**src/sv/stb_pkg.sv**
```systemverilog
// Shared types and constants for the software timer bank.
`timescale 1ns / 1ps
package stb_pkg;

  localparam int NUM_TIMERS  = 4;
  localparam int COUNT_WIDTH = 32;
  localparam int ID_W        = 8;
  localparam int PERIOD_W    = 32;
  localparam int MASK_W      = 4;
  localparam int IDX_W       = (NUM_TIMERS > 1) ? $clog2(NUM_TIMERS) : 1;

  typedef enum logic [2:0] {
    REQ_TICK       = 3'd0,
    REQ_START_ONE  = 3'd1,
    REQ_START_AUTO = 3'd2,
    REQ_STOP       = 3'd3,
    REQ_CHECK      = 3'd4
  } req_t;

  typedef struct packed {
    logic [2:0]          req_type;
    logic [ID_W-1:0]     timer_id;
    logic [PERIOD_W-1:0] period;
  } in_beat_t;

  typedef struct packed {
    logic [MASK_W-1:0] expired_mask;
    logic              fired;
    logic              bad_id;
  } out_beat_t;

  typedef struct packed {
    logic                   vld;
    req_t                   req;
    logic [ID_W-1:0]        id;
    logic [COUNT_WIDTH-1:0] per;
    logic [MASK_W-1:0]      mask;
    logic                   fired;
    logic                   bad;
  } stb_msg_t;

endpackage

```
**src/sv/software_timer_bank.sv**
```systemverilog
// Top level of the software timer bank: a chain of timer cells.
// Usage:
//   Input channel (in_valid/in_stall/in_data) carries one request beat:
//   tick, start one-shot, start auto-reload, stop, or check-and-clear.
//   Output channel (out_valid/out_stall/out_data) returns exactly one beat
//   per request: expired mask on tick, fired flag on check, bad_id for a
//   command naming a timer at or above NUM_TIMERS.
//   A request passes through the chain of NUM_TIMERS cells, one register
//   per cell, before its result is loaded into the output register. One
//   request is in flight at a time; the next is taken the cycle after the
//   previous result lands in the output register.
//   in_stall is high while a request is in the chain or held.
//   When the receiver stalls, the finished result waits in the output
//   register; a following result waits in a holding register and blocks
//   new requests until it moves out.
//   Reset clears all counts, reload values, modes and flags, and empties
//   the chain and the output.
`timescale 1ns / 1ps
module software_timer_bank
  import stb_pkg::*;
(
  input  logic      clk,
  input  logic      rst_n,
  input  logic      in_valid,
  output logic      in_stall,
  input  in_beat_t  in_data,
  output logic      out_valid,
  input  logic      out_stall,
  output out_beat_t out_data
);

  stb_msg_t  chain [NUM_TIMERS+1];
  stb_msg_t  last;
  logic      accept;
  logic      done;
  logic      can_ld;
  logic      cmd;
  out_beat_t res;
  logic      busy_r, busy_nxt;
  logic      out_vld_r, out_vld_nxt;
  out_beat_t out_r, out_nxt;
  logic      pend_vld_r, pend_vld_nxt;
  out_beat_t pend_r, pend_nxt;

  assign accept = in_valid && !in_stall;
  assign cmd    = (in_data.req_type >= REQ_START_ONE) && (in_data.req_type <= REQ_CHECK);

  assign chain[0] = '{
    vld:   accept,
    req:   req_t'(in_data.req_type),
    id:    in_data.timer_id,
    per:   COUNT_WIDTH'(in_data.period),
    mask:  '0,
    fired: 1'b0,
    bad:   cmd && (in_data.timer_id >= ID_W'(NUM_TIMERS))
  };

  for (genvar i = 0; i < NUM_TIMERS; i++) begin : g_cell
    stb_cell u_cell (
      .clk      (clk),
      .rst_n    (rst_n),
      .cell_idx (IDX_W'(i)),
      .msg_i    (chain[i]),
      .msg_o    (chain[i+1])
    );
  end

  assign last   = chain[NUM_TIMERS];
  assign done   = last.vld;
  assign can_ld = !out_vld_r || !out_stall;

  always_comb begin
    res.expired_mask = last.mask;
    res.fired        = last.fired;
    res.bad_id       = last.bad;
  end

  always_comb begin
    busy_nxt     = busy_r;
    out_vld_nxt  = out_vld_r;
    out_nxt      = out_r;
    pend_vld_nxt = pend_vld_r;
    pend_nxt     = pend_r;
    if (out_vld_r && !out_stall) begin
      out_vld_nxt = 1'b0;
    end
    if (done) begin
      if (can_ld) begin
        out_nxt     = res;
        out_vld_nxt = 1'b1;
        busy_nxt    = 1'b0;
      end else begin
        pend_nxt     = res;
        pend_vld_nxt = 1'b1;
      end
    end else if (pend_vld_r && can_ld) begin
      out_nxt      = pend_r;
      out_vld_nxt  = 1'b1;
      pend_vld_nxt = 1'b0;
      busy_nxt     = 1'b0;
    end
    if (accept) begin
      busy_nxt = 1'b1;
    end
  end

  always_ff @(posedge clk) begin
    if (!rst_n) begin
      busy_r     <= 1'b0;
      out_vld_r  <= 1'b0;
      pend_vld_r <= 1'b0;
    end else begin
      busy_r     <= busy_nxt;
      out_vld_r  <= out_vld_nxt;
      pend_vld_r <= pend_vld_nxt;
    end
  end

  always_ff @(posedge clk) begin
    out_r  <= out_nxt;
    pend_r <= pend_nxt;
  end

  assign in_stall  = busy_r;
  assign out_valid = out_vld_r;
  assign out_data  = out_r;

`ifndef SYNTHESIS
  a_done_busy: assert property (@(posedge clk) disable iff (!rst_n)
    done |-> busy_r)
    else $error("chain result without a request in flight");

  a_pend_out: assert property (@(posedge clk) disable iff (!rst_n)
    pend_vld_r |-> out_vld_r)
    else $error("held result while output register is empty");

  a_latency: assert property (@(posedge clk) disable iff (!rst_n)
    accept |-> ##NUM_TIMERS done)
    else $error("request did not leave the chain in time");

  a_bad_clean: assert property (@(posedge clk) disable iff (!rst_n)
    (done && last.bad) |-> (last.mask == '0 && !last.fired))
    else $error("bad id beat carries timer results");
`endif

endmodule

```
**src/sv/stb_cell.sv**
```systemverilog
// One timer cell: holds one timer's state and forwards the command beat.
`timescale 1ns / 1ps
module stb_cell
  import stb_pkg::*;
(
  input  logic             clk,
  input  logic             rst_n,
  input  logic [IDX_W-1:0] cell_idx,
  input  stb_msg_t         msg_i,
  output stb_msg_t         msg_o
);

  logic [COUNT_WIDTH-1:0] rem_r, rem_nxt;
  logic [COUNT_WIDTH-1:0] rel_r, rel_nxt;
  logic                   auto_r, auto_nxt;
  logic                   flag_r, flag_nxt;
  stb_msg_t               msg_r, msg_nxt;
  logic [ID_W-1:0]        idx8;
  logic [COUNT_WIDTH-1:0] dec;
  logic                   hit;

  assign idx8 = ID_W'(cell_idx);
  assign dec  = rem_r - COUNT_WIDTH'(1);
  assign hit  = msg_i.vld && (msg_i.id == idx8);

  always_comb begin
    rem_nxt  = rem_r;
    rel_nxt  = rel_r;
    auto_nxt = auto_r;
    flag_nxt = flag_r;
    msg_nxt  = msg_i;
    if (msg_i.vld) begin
      case (msg_i.req)
        REQ_TICK: begin
          if (rem_r != '0) begin
            rem_nxt = dec;
            if (dec == '0) begin
              flag_nxt = 1'b1;
              if (auto_r) begin
                rem_nxt = rel_r;
              end
              for (int j = 0; j < MASK_W; j++) begin
                if (idx8 == ID_W'(j)) begin
                  msg_nxt.mask[j] = 1'b1;
                end
              end
            end
          end
        end
        REQ_START_ONE, REQ_START_AUTO: begin
          if (hit) begin
            rem_nxt  = msg_i.per;
            rel_nxt  = msg_i.per;
            flag_nxt = 1'b0;
            auto_nxt = (msg_i.req == REQ_START_AUTO);
          end
        end
        REQ_STOP: begin
          if (hit) begin
            rem_nxt  = '0;
            flag_nxt = 1'b0;
            auto_nxt = 1'b0;
          end
        end
        REQ_CHECK: begin
          if (hit) begin
            msg_nxt.fired = flag_r;
            flag_nxt      = 1'b0;
          end
        end
        default: begin
        end
      endcase
    end
  end

  always_ff @(posedge clk) begin
    if (!rst_n) begin
      rem_r  <= '0;
      rel_r  <= '0;
      auto_r <= 1'b0;
      flag_r <= 1'b0;
      msg_r  <= '0;
    end else begin
      rem_r  <= rem_nxt;
      rel_r  <= rel_nxt;
      auto_r <= auto_nxt;
      flag_r <= flag_nxt;
      msg_r  <= msg_nxt;
    end
  end

  assign msg_o = msg_r;

endmodule

```
**config.mk**
```make
export PLATFORM = sky130hd
export DESIGN_NAME = software_timer_bank
export DESIGN_NICKNAME = d
export VERILOG_FILES = /design/src/sv/stb_pkg.sv /design/src/sv/software_timer_bank.sv /design/src/sv/stb_cell.sv
export SDC_FILE = /design/constraint.sdc
export NUM_CORES = 1
export LEC_CHECK = 0
export BUFFER_PORTS_ARGS = -buffer_cell sky130_fd_sc_hd__buf_2
export CORE_UTILIZATION = 45
export DETAILED_ROUTE_END_ITERATION = 6
export GPL_ROUTABILITY_DRIVEN = 0
export RECOVER_POWER = 50
export SLEW_MARGIN = 10
export SYNTH_ARGS = -nofsm -noshare
export SYNTH_HDL_FRONTEND = slang
export SYNTH_HIERARCHICAL = 1
export SYNTH_SLANG_ARGS = --single-unit
```
**constraint.sdc**
```tcl
create_clock -name clk -period 6 [get_ports clk]
set_input_delay 0.6 -clock clk [delete_from_list [all_inputs] [get_ports clk]]
set_output_delay 0.6 -clock clk [all_outputs]
set_load 0.01 [all_outputs]
```
---- After elaboration in Yosys (flattened, before gate mapping) ----
Index checks and enable logic that the tools add are counted.
storage, ports and cells
  word-level logic and storage cells ...... 250
  register bits after elaboration ......... 430
  input port bits ......................... 47
  output and inout bits ................... 8
operators by class
  add/sub/neg operators ................... 4
  eq/ne operators ......................... 42
  multiplexer cells ....................... 80
  reductions and logical operators ........ 70
  bitwise logic cells ..................... 1
  magnitude comparators ................... 3
operators by type and width
  cell                   count
  $mux 32                20
  $pmux 32 s3            4
  $logic_not 32->1       4
  $reduce_bool 32->1     4
  $sub 32x1->32 const B  4
  $ne 2x1->1 const B     20
  $reduce_and 5->1       8
  $mux 1                 33
  $eq 3x2->1 const B     8
  $reduce_and 4->1       6
  $mux 6                 3
  $reduce_bool 2->1      9
  $eq 8x2->1 const B     2
  $mux 4                 4
  $pmux 1 s2             8
  $reduce_or 4->1        4
  $reduce_bool 3->1      5
  $eq 3x1->1 const B     4
  $eq 3x3->1 const B     4
  $logic_not 3->1        4
  $mux 3                 4
  $reduce_and 3->1       4
  $logic_and 1x1->1      9
  $eq 8x1->1 const B     1
  other kinds (13)       24

---- Depth between registers and ports, before layout ----
Gate-level depths: netlist (run 1).
  depth in word-level cells ............... 6
  gate-level depth with buffers ........... 12
  gate-level depth less buffers ........... 10

---- By module ----
The synthesis (run 1) kept the hierarchy.
modules (own cells, without submodules)
  module                           cells an instance  area each (µm²)  sequential area each (µm²)  times used
  stb_cell (g_cell[0].u_cell ...)  609                5178.7           2322.2                      2
  stb_cell (g_cell[3].u_cell)      630                5400.2           2322.2                      1
  stb_cell (g_cell[2].u_cell)      597                5250.0           2322.2                      1
  software_timer_bank              39                 640.6            420.4                       1

---- Least setup slack after synthesis (run 1) ----
OpenSTA, ideal clock, no wires.
  path type ............................... register -> register
  start point ............................. register g_cell[2].u_cell.rem_r[0]
  end point ............................... register g_cell[2].u_cell.rem_r[23]
  path slack .............................. 2.879 ns
  data arrival time ....................... 3.051 ns
  data required time ...................... 5.930 ns
  path buffers ............................ 2
  stages on the path, launching flop included .. 13
  clock period less this slack ............ 3.121 ns
  cell sequence ........................... dfxtp_1 > clkbuf_1 > inv_1 > ha_1 > nor4b_2 > nand2_1 > o31ai_1 > nand4_1 > or4_1 > nor4b_4 > buf_6 > a222oi_1 > a21oi_1
between the ends
  word-level cells in the longest chain between the ends .. 5
  elaborated cells on any way between the ends .. 9
ends and longest elaborated chain
  element                                      RTL line                        RTL
  from (decl)                                  stb_cell.sv:13                  logic [COUNT_WIDTH-1:0] rem_r, rem_nxt;
  from (signal assigned)                       stb_cell.sv:85                  rem_r <= rem_nxt;
  $sub 32x1->32                                stb_cell.sv:23                  assign dec = rem_r - COUNT_WIDTH'(1);
  $logic_not 32->1 or $mux 32 (tied branches)  stb_cell.sv:37, stb_cell.sv:39
  $mux 32                                      stb_cell.sv:37                  if (dec == '0) begin
  $mux 32                                      stb_cell.sv:35                  if (rem_r != '0) begin
  $pmux 32 s3                                  stb_cell.sv:33                  case (msg_i.req)
Parallel ways exist; a longest one is shown, timed or not. The select of a mux whose other input is x is not followed.
A chain may end at the register's enable or synchronous reset.

==> impl_metrics.py, run 1 <==
metrics = {
    "timing": {
        "rsz0062_at_grt": "no",
        "worst_slew_pin_slew_ns": 3.20,
        "period_needed_ns": 4.77,
        "relSlewSlack_pct": -113,
        "hold_viol": 0,
        "slew_viol_final": 359,
        "finalSetupViolCount": 0,
        "whs_ns": 0.262,
        "setup-tns-final_ns": 0,
        "fmax_mhz": 209,
        "skew_ns": 0.0169,
        "finalCritPeriodShare_pct": 79.6,
    },
    "global_routing": {
        "grt_max_degree": 198,
        "grt_pass1_vias": 16624,
        "grt_pass1_wl_um": 91600,
        "grt-ovfl-total": 0,
        "antenna_found_initial": 1,
        "track_usage_pct": 24.1,
    },
    "place": {
        "portBuffers": 54,
        "hpwlAfterDp_um": 38800,
    },
    "detailed_routing": {
        "wl_per_cell_um": 18.8,
        "antenna_left": 0,
        "post-route-drc-count": 1,
        "num_vias": 17469,
        "drtPass1Iterations": 7,
        "first_iter_violations": 1535,
        "wl_um": 56700,
        "viasPerCell": 5.78,
    },
    "critical_path": {
        "path_buf_inv": 2,
        "r2r-start": "g_cell[1].u_cell/rem_r[2]",
        "max_stage_delay_ns": 2.11,
        "r2r_cells": 9,
        "required_ns": 6.49,
        "critPathSlowestCell": "clkbuf_2",
        "reg2reg_to": "g_cell[1].u_cell/rem_r[16]",
        "path_cells": "clkbuf_2 > clkbuf_1 > o21ai_0 > a41oi_2",
        "cp-end-kind": "flop",
        "critPathLaunchType": "input pin",
        "cpLargestDelayFamily": "buffers and inverters",
        "crit_path_max_fanout": 197,
        "crit_type": "in2reg",
        "arrival_ns": 5.27,
        "regToRegSetupSlack_ns": 1.61,
    },
    "flow_run": {
        "cap_violations": 3,
    },
    "power": {
        "leakage_nw": 8.23,
        "p_seq_share_pct": 41.8,
        "switching_share_pct": 28.2,
        "power.share.clock_pct": 40.9,
        "switchingPower_mw": 2.10,
        "p_int_mw": 5.35,
        "p_per_area_nw_per_um2": 328,
        "ir_worst_vdd_mv": 0.205,
        "pwr-share-comb_pct": 17.3,
    },
    "floorplan": {
        "io_pins": 55,
        "die_width_um": 215,
        "die_h_um": 215,
        "rows": 77,
        "fp.coreArea_sq_um": 44600,
        "initial_utilization_pct": 46.0,
        "die-area_sq_um": 46400,
    },
    "clocking": {
        "root_buffer": "clkbuf_16",
        "hold_buffers": 0,
        "insertion_delay_ns": 0.58,
        "max-clock-path-buffers": 3,
        "cts_sinks": 436,
        "cts_made_buffers": 47,
        "cts.htree.levels": 2,
        "path_clk_slew_ns": 0.06,
        "ctsResizeCount": 0,
        "cts_setup_buffers": 0,
        "tritoncts": "done",
    },
    "run_status": {
        "violations": "design-rule violations, max-capacitance violations, max-slew violations",
        "status": "finished with violations",
    },
    "finish": {
        "layout_commonest_cell": "dfxtp_1",
        "n_antenna_cell": 0,
        "regArea_sq_um": 8850,
        "multi_input_area_sq_um": 11000,
        "area_growth_pct": 10.7,
        "fin_util_pct": 50.9,
        "drive_gt1_share_pct": 9.02,
        "fillers": 4215,
        "final_cell_mix": "dfxtp_1, nand2_1, a21oi_1",
        "nNetsFinal": 2445,
    },
    "synth": {
        "synthCells": 2395,
        "avgSynthCellArea_sq_um": 8.56,
        "yosys_warnings": 6,
        "netlist_area_sq_um": 20500,
    },
    "worst_hold_path": {
        "hp-start": "in_data[33]",
        "hp-class": "in2reg",
        "min_to": "g_cell[0].u_cell/msg_o[39]",
        "hold_depth": 2,
    },
}
==> routing by layer <==
metal	up-vias	global-route usage (%)	wire, um	share of wire [%]
met5	-	0	0	0
met4	0	8.70	1710	3.0
met3	115	3.31	3070	5.4
met2	522	41.0	27300	48
met1	8305	31.2	24600	43
li1	8527	-	-	-
==> metrics by stage <==
| stage | instance area, sq um | std cells | power [mW] | worst slack [ns] |
|---|---|---|---|---|
| finish | 22700 | 3020 | 7.45 | 1.23 |
| floorplan | 20700 | 2434 | 4.12 | 2.88 |
| global route | 22700 | 3020 | 7.76 | 0.705 |
| global placement | 21100 | 2932 | 4.42 | 1.68 |
| CTS | 22800 | 3020 | 7.49 | 1.62 |
| detailed placement | 21100 | 2932 | 4.43 | 1.67 |
==> state kept, by name, summed over array words and instances, names as in the netlist <==
name,flops
g_cell.u_cell/auto_r,4
g_cell.u_cell/flag_r,4
g_cell.u_cell/msg_o,157
g_cell.u_cell/rel_r,128
g_cell.u_cell/rem_r,128
in_stall,1
out_data,6
out_valid,1
pend_r,6
pend_vld_r,1
==> how the worst max path moves through the flow <==
stage | startpoint | endpoint | slack, ns | depth (start not counted)
after detailed placement | g_cell[1].u_cell/rem_r[2] | g_cell[1].u_cell/rem_r[16] | 1.67 | 9
after global routing | rst_n | g_cell[3].u_cell/rem_r[1] | 0.70 | 4
after global placement | g_cell[1].u_cell/rem_r[2] | g_cell[1].u_cell/rem_r[16] | 1.68 | 9
after floorplan | g_cell[2].u_cell/rem_r[0] | g_cell[2].u_cell/rem_r[23] | 2.88 | 12
final | rst_n | g_cell[3].u_cell/rem_r[1] | 1.23 | 4
after CTS | g_cell[1].u_cell/rem_r[2] | g_cell[1].u_cell/rem_r[16] | 1.62 | 9
==> power by group through the flow <==
stage	sequential, mW	clock [mW]	combinational [mW]
floorplan	3.11	0	1.00
global placement	3.17	0	1.25
detailed placement	3.17	0	1.26
CTS	3.11	3.11	1.27
global route	3.12	3.23	1.41
finish	3.11	3.05	1.29
==> area by class of cell <==
cell class,count,share of cell area (%)
Sequential cell,436,39.0
Inverter,18,0.298
Timing Repair Buffer,77,1.88
Clock inverter,21,1.18
Multi-Input combinational cell,1809,48.3
Clock buffer,67,6.14
Tap cell,592,3.26
Power figures use the tool's default switching activity.
==> run 2: changes to the inputs <==
--- a/config.mk
+++ b/config.mk
@@ -5,6 +5,7 @@
 export SDC_FILE = /design/constraint.sdc
 export NUM_CORES = 1
 export LEC_CHECK = 0
+export ABC_AREA = 1
 export BUFFER_PORTS_ARGS = -buffer_cell sky130_fd_sc_hd__buf_2
 export CORE_UTILIZATION = 45
 export DETAILED_ROUTE_END_ITERATION = 6
==> constraint.sdc (replaced) <==
create_clock -name clk -period 4.22 [get_ports clk]
set_input_delay 0.422 -clock clk [delete_from_list [all_inputs] [get_ports clk]]
set_output_delay 0.422 -clock clk [all_outputs]
set_load 0.01 [all_outputs]
==> run 2 against run 1 <==
Compared with the run above: the run ends with max-capacitance violations, max-slew violations left; die area grew 17%; critical path depth rose by 10; flip-flop and latch count stayed put; combinational power rose to 2.6 times the previous value; total power increased by 62%; cell count up 46%; first-iteration DRC count rose by 27%; sequential power is 41% higher; critical endpoint is now g_cell[0].u_cell/flag_r.
==> impl_metrics.py, run 2 <==
metrics = {
    "timing": {
        "rsz0062_at_grt": "no",
        "finalCritPeriodShare_pct": 82.4,
        "fmax_mhz": 288,
        "slew_viol_final": 374,
        "hold_viol": 0,
        "worst_slew_pin_slew_ns": 2.38,
        "skew_ns": 0.0287,
        "period_needed_ns": 3.48,
        "finalSetupViolCount": 0,
        "setup-tns-final_ns": 0,
        "relSlewSlack_pct": -59.0,
    },
    "clocking": {
        "max-clock-path-buffers": 3,
        "path_clk_slew_ns": 0.07,
        "cts_sinks": 436,
        "cts_setup_buffers": 0,
        "cts.htree.levels": 2,
        "cts_made_buffers": 47,
        "insertion_delay_ns": 0.59,
        "root_buffer": "clkbuf_16",
        "ctsResizeCount": 0,
        "tritoncts": "done",
        "hold_buffers": 0,
    },
    "detailed_routing": {
        "post-route-drc-count": 0,
        "wl_per_cell_um": 16.8,
        "num_vias": 23509,
        "first_iter_violations": 1956,
        "antenna_left": 0,
        "wl_um": 73800,
        "drtPass1Iterations": 6,
        "viasPerCell": 5.34,
    },
    "global_routing": {
        "track_usage_pct": 26.9,
        "grt_max_degree": 127,
        "antenna_found_initial": 0,
        "grt-ovfl-total": 0,
        "grt_pass1_wl_um": 117000,
        "grt_pass1_vias": 21393,
    },
    "run_status": {
        "status": "finished with violations",
        "violations": "max-capacitance violations, max-slew violations",
    },
    "critical_path": {
        "cp_common_cell": "nand2_1",
        "required_ns": 4.71,
        "crit_type": "reg2reg",
        "critPathLaunchType": "flop",
        "arrival_ns": 3.97,
        "cp-end-kind": "flop",
        "critPathSlowestCell": "nor3_4",
        "path_cells": "nor2_2 > nand2_2 > nor2_1 > nand2_1 > nand2_1 > nand2_1 > nor2_1 > nand2_1 > nor3_4 > nand3_1 > nand2_1 > nand3_1 > nand2_1 > nor2_1",
        "max_stage_delay_ns": 0.68,
        "crit_path_max_fanout": 20,
    },
    "power": {
        "ir_worst_vdd_mv": 0.327,
        "leakage_nw": 12.7,
        "p_per_area_nw_per_um2": 461,
    },
    "synth": {
        "avgSynthCellArea_sq_um": 6.50,
        "netlist_area_sq_um": 24100,
        "yosys_warnings": 6,
        "synthCells": 3705,
    },
    "finish": {
        "n_antenna_cell": 0,
        "nNetsFinal": 3735,
        "area_growth_pct": 8.58,
        "fillers": 5531,
        "final_cell_mix": "nand2_1, inv_1, dfxtp_1",
        "largest_reg_flops": 157,
        "postLayoutCellArea_sq_um": 26100,
        "drive_gt1_share_pct": 8.56,
        "layout_commonest_cell": "nand2_1",
    },
    "place": {
        "dpl_cell_area_sq_um": 24600,
        "portBuffers": 54,
        "hpwlAfterDp_um": 53400,
    },
    "floorplan": {
        "die-area_sq_um": 54400,
        "initial_utilization_pct": 45.7,
        "die_h_um": 233,
        "io_pins": 55,
        "fp.coreArea_sq_um": 52700,
        "die_width_um": 233,
        "rows": 84,
    },
    "worst_hold_path": {
        "hp-class": "in2reg",
    },
    "flow_run": {
        "cap_violations": 5,
    },
}
## run 2: path summary, 6_finish.rpt
check | startpoint | to | slack, ns | cells after the start
setup / recovery | g_cell[0].u_cell/rem_r[5] | g_cell[0].u_cell/flag_r | 0.74 | 14
hold / removal | in_data[33] | g_cell[0].u_cell/msg_o[39] | 0.03 | 3
setup reg to reg | g_cell[0].u_cell/rem_r[5] | g_cell[0].u_cell/flag_r | 0.74 | 14
hold reg to reg | g_cell[1].u_cell/msg_o[0] | g_cell[2].u_cell/msg_o[0] | 0.41 | 2
## run 2: worst max-delay path, delay by kind of cell (launching register included)
| kind | cells | cell delay [ns] |
|---|---|---|
| AND/OR/NAND/NOR | 14 | 2.99 |
| flip-flops | 1 | 0.36 |
## run 2: per-stage QoR
step | std cells | utilization, % | hold slack [ns] | total power [mW] | setup slack [ns]
floorplan | 3733 | - | 0.390 | 7.06 | 2.04
global placement | 4318 | 46.8 | 0.394 | 7.81 | 1.31
detailed placement | 4318 | 46.8 | 0.400 | 7.81 | 1.28
CTS | 4403 | 49.8 | 0.00781 | 12.1 | 1.26
global route | 4403 | 49.6 | 0.0239 | 12.8 | 0.483
finish | 4403 | 49.6 | 0.0329 | 12.0 | 0.744
## run 2: layout make-up
class / count / area (sq um) / share of cell area, %
Sequential cell: 436 / 8850 / 33.9
Multi-Input combinational cell: 2665 / 12700 / 48.5
Clock buffer: 70 / 1380 / 5.30
Tap cell: 688 / 861 / 3.29
Timing Repair Buffer: 83 / 484 / 1.85
Clock inverter: 15 / 196 / 0.752
Inverter: 446 / 1670 / 6.41
## run 2: where the power goes
| group | internal, mW | switching (mW) | leakage, nW | total [mW] |
|---|---|---|---|---|
| logic | 1.02 | 2.36 | 8.32 | 3.38 |
| clock network | 2.51 | 1.76 | 0.777 | 4.27 |
| registers | 4.25 | 0.146 | 3.56 | 4.40 |
## run 2: layer usage
layer | routed length [um] | up-vias | track usage (%)
met5 | 0 | - | 0
met1 | 33000 | 10828 | 35.3
li1 | - | 11945 | -
met4 | 2190 | 0 | 9.33
met3 | 3910 | 109 | 3.05
met2 | 34700 | 627 | 45.5
==> run 3: changes to the inputs <==
==> constraint.sdc (replaced) <==
create_clock -name clk -period 3.6 [get_ports clk]
set_input_delay 0.36 -clock clk [delete_from_list [all_inputs] [get_ports clk]]
set_output_delay 0.36 -clock clk [all_outputs]
set_load 0.01 [all_outputs]
==> run 3 against run 2 <==
Compared with the run above: the run still ends with max-capacitance violations, max-slew violations left; setup slack got worse by 0.23 ns; sequential share of layout area decreased by 0.52 points; routed wire length decreased by 0.60%; flip-flop and latch count unchanged; clock power increased by 29%; clock skew decreased by 0.013 ns; critical endpoint is now g_cell[0].u_cell/msg_o[1]; highest routed layer unchanged.
==> impl_metrics.py, run 3 (same netlist as run 2, synthesis figures left out) <==
metrics = {
    "run_status": {
        "status": "finished with violations",
        "violations": "max-capacitance violations, max-slew violations",
    },
    "detailed_routing": {
        "viasPerCell": 5.32,
        "wl_per_cell_um": 16.6,
        "wl_um": 73300,
        "post-route-drc-count": 0,
        "drtPass1Iterations": 5,
        "num_vias": 23541,
        "antenna_left": 0,
        "first_iter_violations": 1879,
    },
    "timing": {
        "finalSetupViolCount": 0,
        "relSlewSlack_pct": -74.4,
        "worst_slew_pin_slew_ns": 2.62,
        "slew_viol_final": 51,
        "finalCritPeriodShare_pct": 85.8,
        "whs_ns": 0.0387,
        "skew_ns": 0.0156,
        "period_needed_ns": 3.09,
        "setup-tns-final_ns": 0,
        "hold_viol": 0,
        "fin_ws_ns": 0.512,
        "rsz0062_at_grt": "no",
        "fmax_mhz": 324,
    },
    "power": {
        "p_per_area_nw_per_um2": 553,
        "power_mw": 14.7,
        "leakage_nw": 12.9,
        "ir_worst_vdd_mv": 0.337,
    },
    "place": {
        "portBuffers": 54,
        "pre_cts_slack_ns": 0.686,
        "hpwlAfterDp_um": 53800,
        "dp_cells": 4331,
        "dpl_cell_area_sq_um": 24700,
    },
    "global_routing": {
        "grt_max_degree": 111,
        "grt_use_met1_pct": 34.8,
        "grt-busiest-layer": "met2",
        "grt_pass1_wl_um": 116000,
        "track_usage_pct": 26.9,
        "use_met3_pct": 3.06,
        "antenna_found_initial": 0,
        "grt-ovfl-total": 0,
        "grt_pass1_vias": 21607,
        "grtUsageMet2_pct": 45.1,
    },
    "critical_path": {
        "required_ns": 4.08,
        "crit_path_max_fanout": 52,
        "crit_type": "in2reg",
        "arrival_ns": 3.57,
        "cp-end-kind": "flop",
        "critPathLaunchType": "input pin",
    },
    "finish": {
        "drive_gt1_share_pct": 9.09,
        "postLayoutCellArea_sq_um": 26500,
        "fin_cells": 4429,
        "final_cell_mix": "nand2_1, inv_1, dfxtp_1",
        "largest_reg_flops": 157,
        "area_growth_pct": 10.3,
        "n_antenna_cell": 0,
        "nNetsFinal": 3760,
        "fin_util_pct": 50.4,
        "layout_commonest_cell": "nand2_1",
    },
    "clocking": {
        "max-clock-path-buffers": 3,
        "cts.htree.levels": 2,
        "root_buffer": "clkbuf_16",
        "path_clk_slew_ns": 0.06,
        "cts_sinks": 436,
        "cts_made_buffers": 47,
        "tritoncts": "done",
        "insertion_delay_ns": 0.58,
    },
    "flow_run": {
        "cap_violations": 1,
    },
    "floorplan": {
        "die_h_um": 233,
        "io_pins": 55,
        "die-area_sq_um": 54400,
        "fp.coreArea_sq_um": 52700,
        "rows": 84,
        "initial_utilization_pct": 45.7,
        "die_width_um": 233,
    },
    "worst_hold_path": {
        "hp-class": "in2reg",
    },
}
==> run 3: changes by cell type in the layout (fill, tap and decap cells not counted), moves of 3 or more <==
cell | before | now
buf_4 | 23 | 37
bufinv_16 | 4 | 12
clkinv_2 | 7 | 4
clkbuf_1 | 23 | 18
dlygate4sd3_1 | 0 | 12
==> run 3: final timing paths <==
path	endpoint	slack [ns]	cells past startpoint	from
hold / removal	g_cell[0].u_cell/msg_o[11]	0.04	3	in_data[5]
setup / recovery	g_cell[0].u_cell/msg_o[1]	0.51	4	rst_n
hold reg to reg	g_cell[1].u_cell/msg_o[0]	0.41	2	g_cell[0].u_cell/msg_o[0]
setup reg to reg	g_cell[2].u_cell/rem_r[16]	0.63	16	g_cell[2].u_cell/rem_r[6]
==> run 3: final cells by class <==
class                           count  area (sq um)
Sequential cell                   436          8850
Fill cell                        5527         26100
Tap cell                          688           861
Clock buffer                       65          1330
Multi-Input combinational cell   2665         12700
Inverter                          446          1670
Clock inverter                     21           423
Timing Repair Buffer              108           712
==> run 3: routing by layer <==
| layer | vias to the layer above | part of all wire (%) |
|---|---|---|
| met5 | - | 0 |
| met4 | 0 | 4.1 |
| met3 | 159 | 4.8 |
| met2 | 653 | 47 |
| met1 | 10738 | 44 |
| li1 | 11991 | - |
==> run 3: what timing repair did <==
item | CTS | global route
resized for setup | 0 | 0
setup buffers | 0 | 0
endpoints found under the hold margin | 12 | 0
hold buffers | 12 | 0
==> run 3: critical path, cell delays in order <==
cell,delay (ns)
clkbuf_1,1.82
clkbuf_2,0.93
o21ai_0,0.19
nor2_1,0.24
==> run 3: power by group <==
group | internal (mW) | leakage [nW] | switching, mW
sequential | 4.98 | 3.56 | 0.167
combinational | 1.21 | 8.45 | 2.78
clock | 3.45 | 0.851 | 2.07
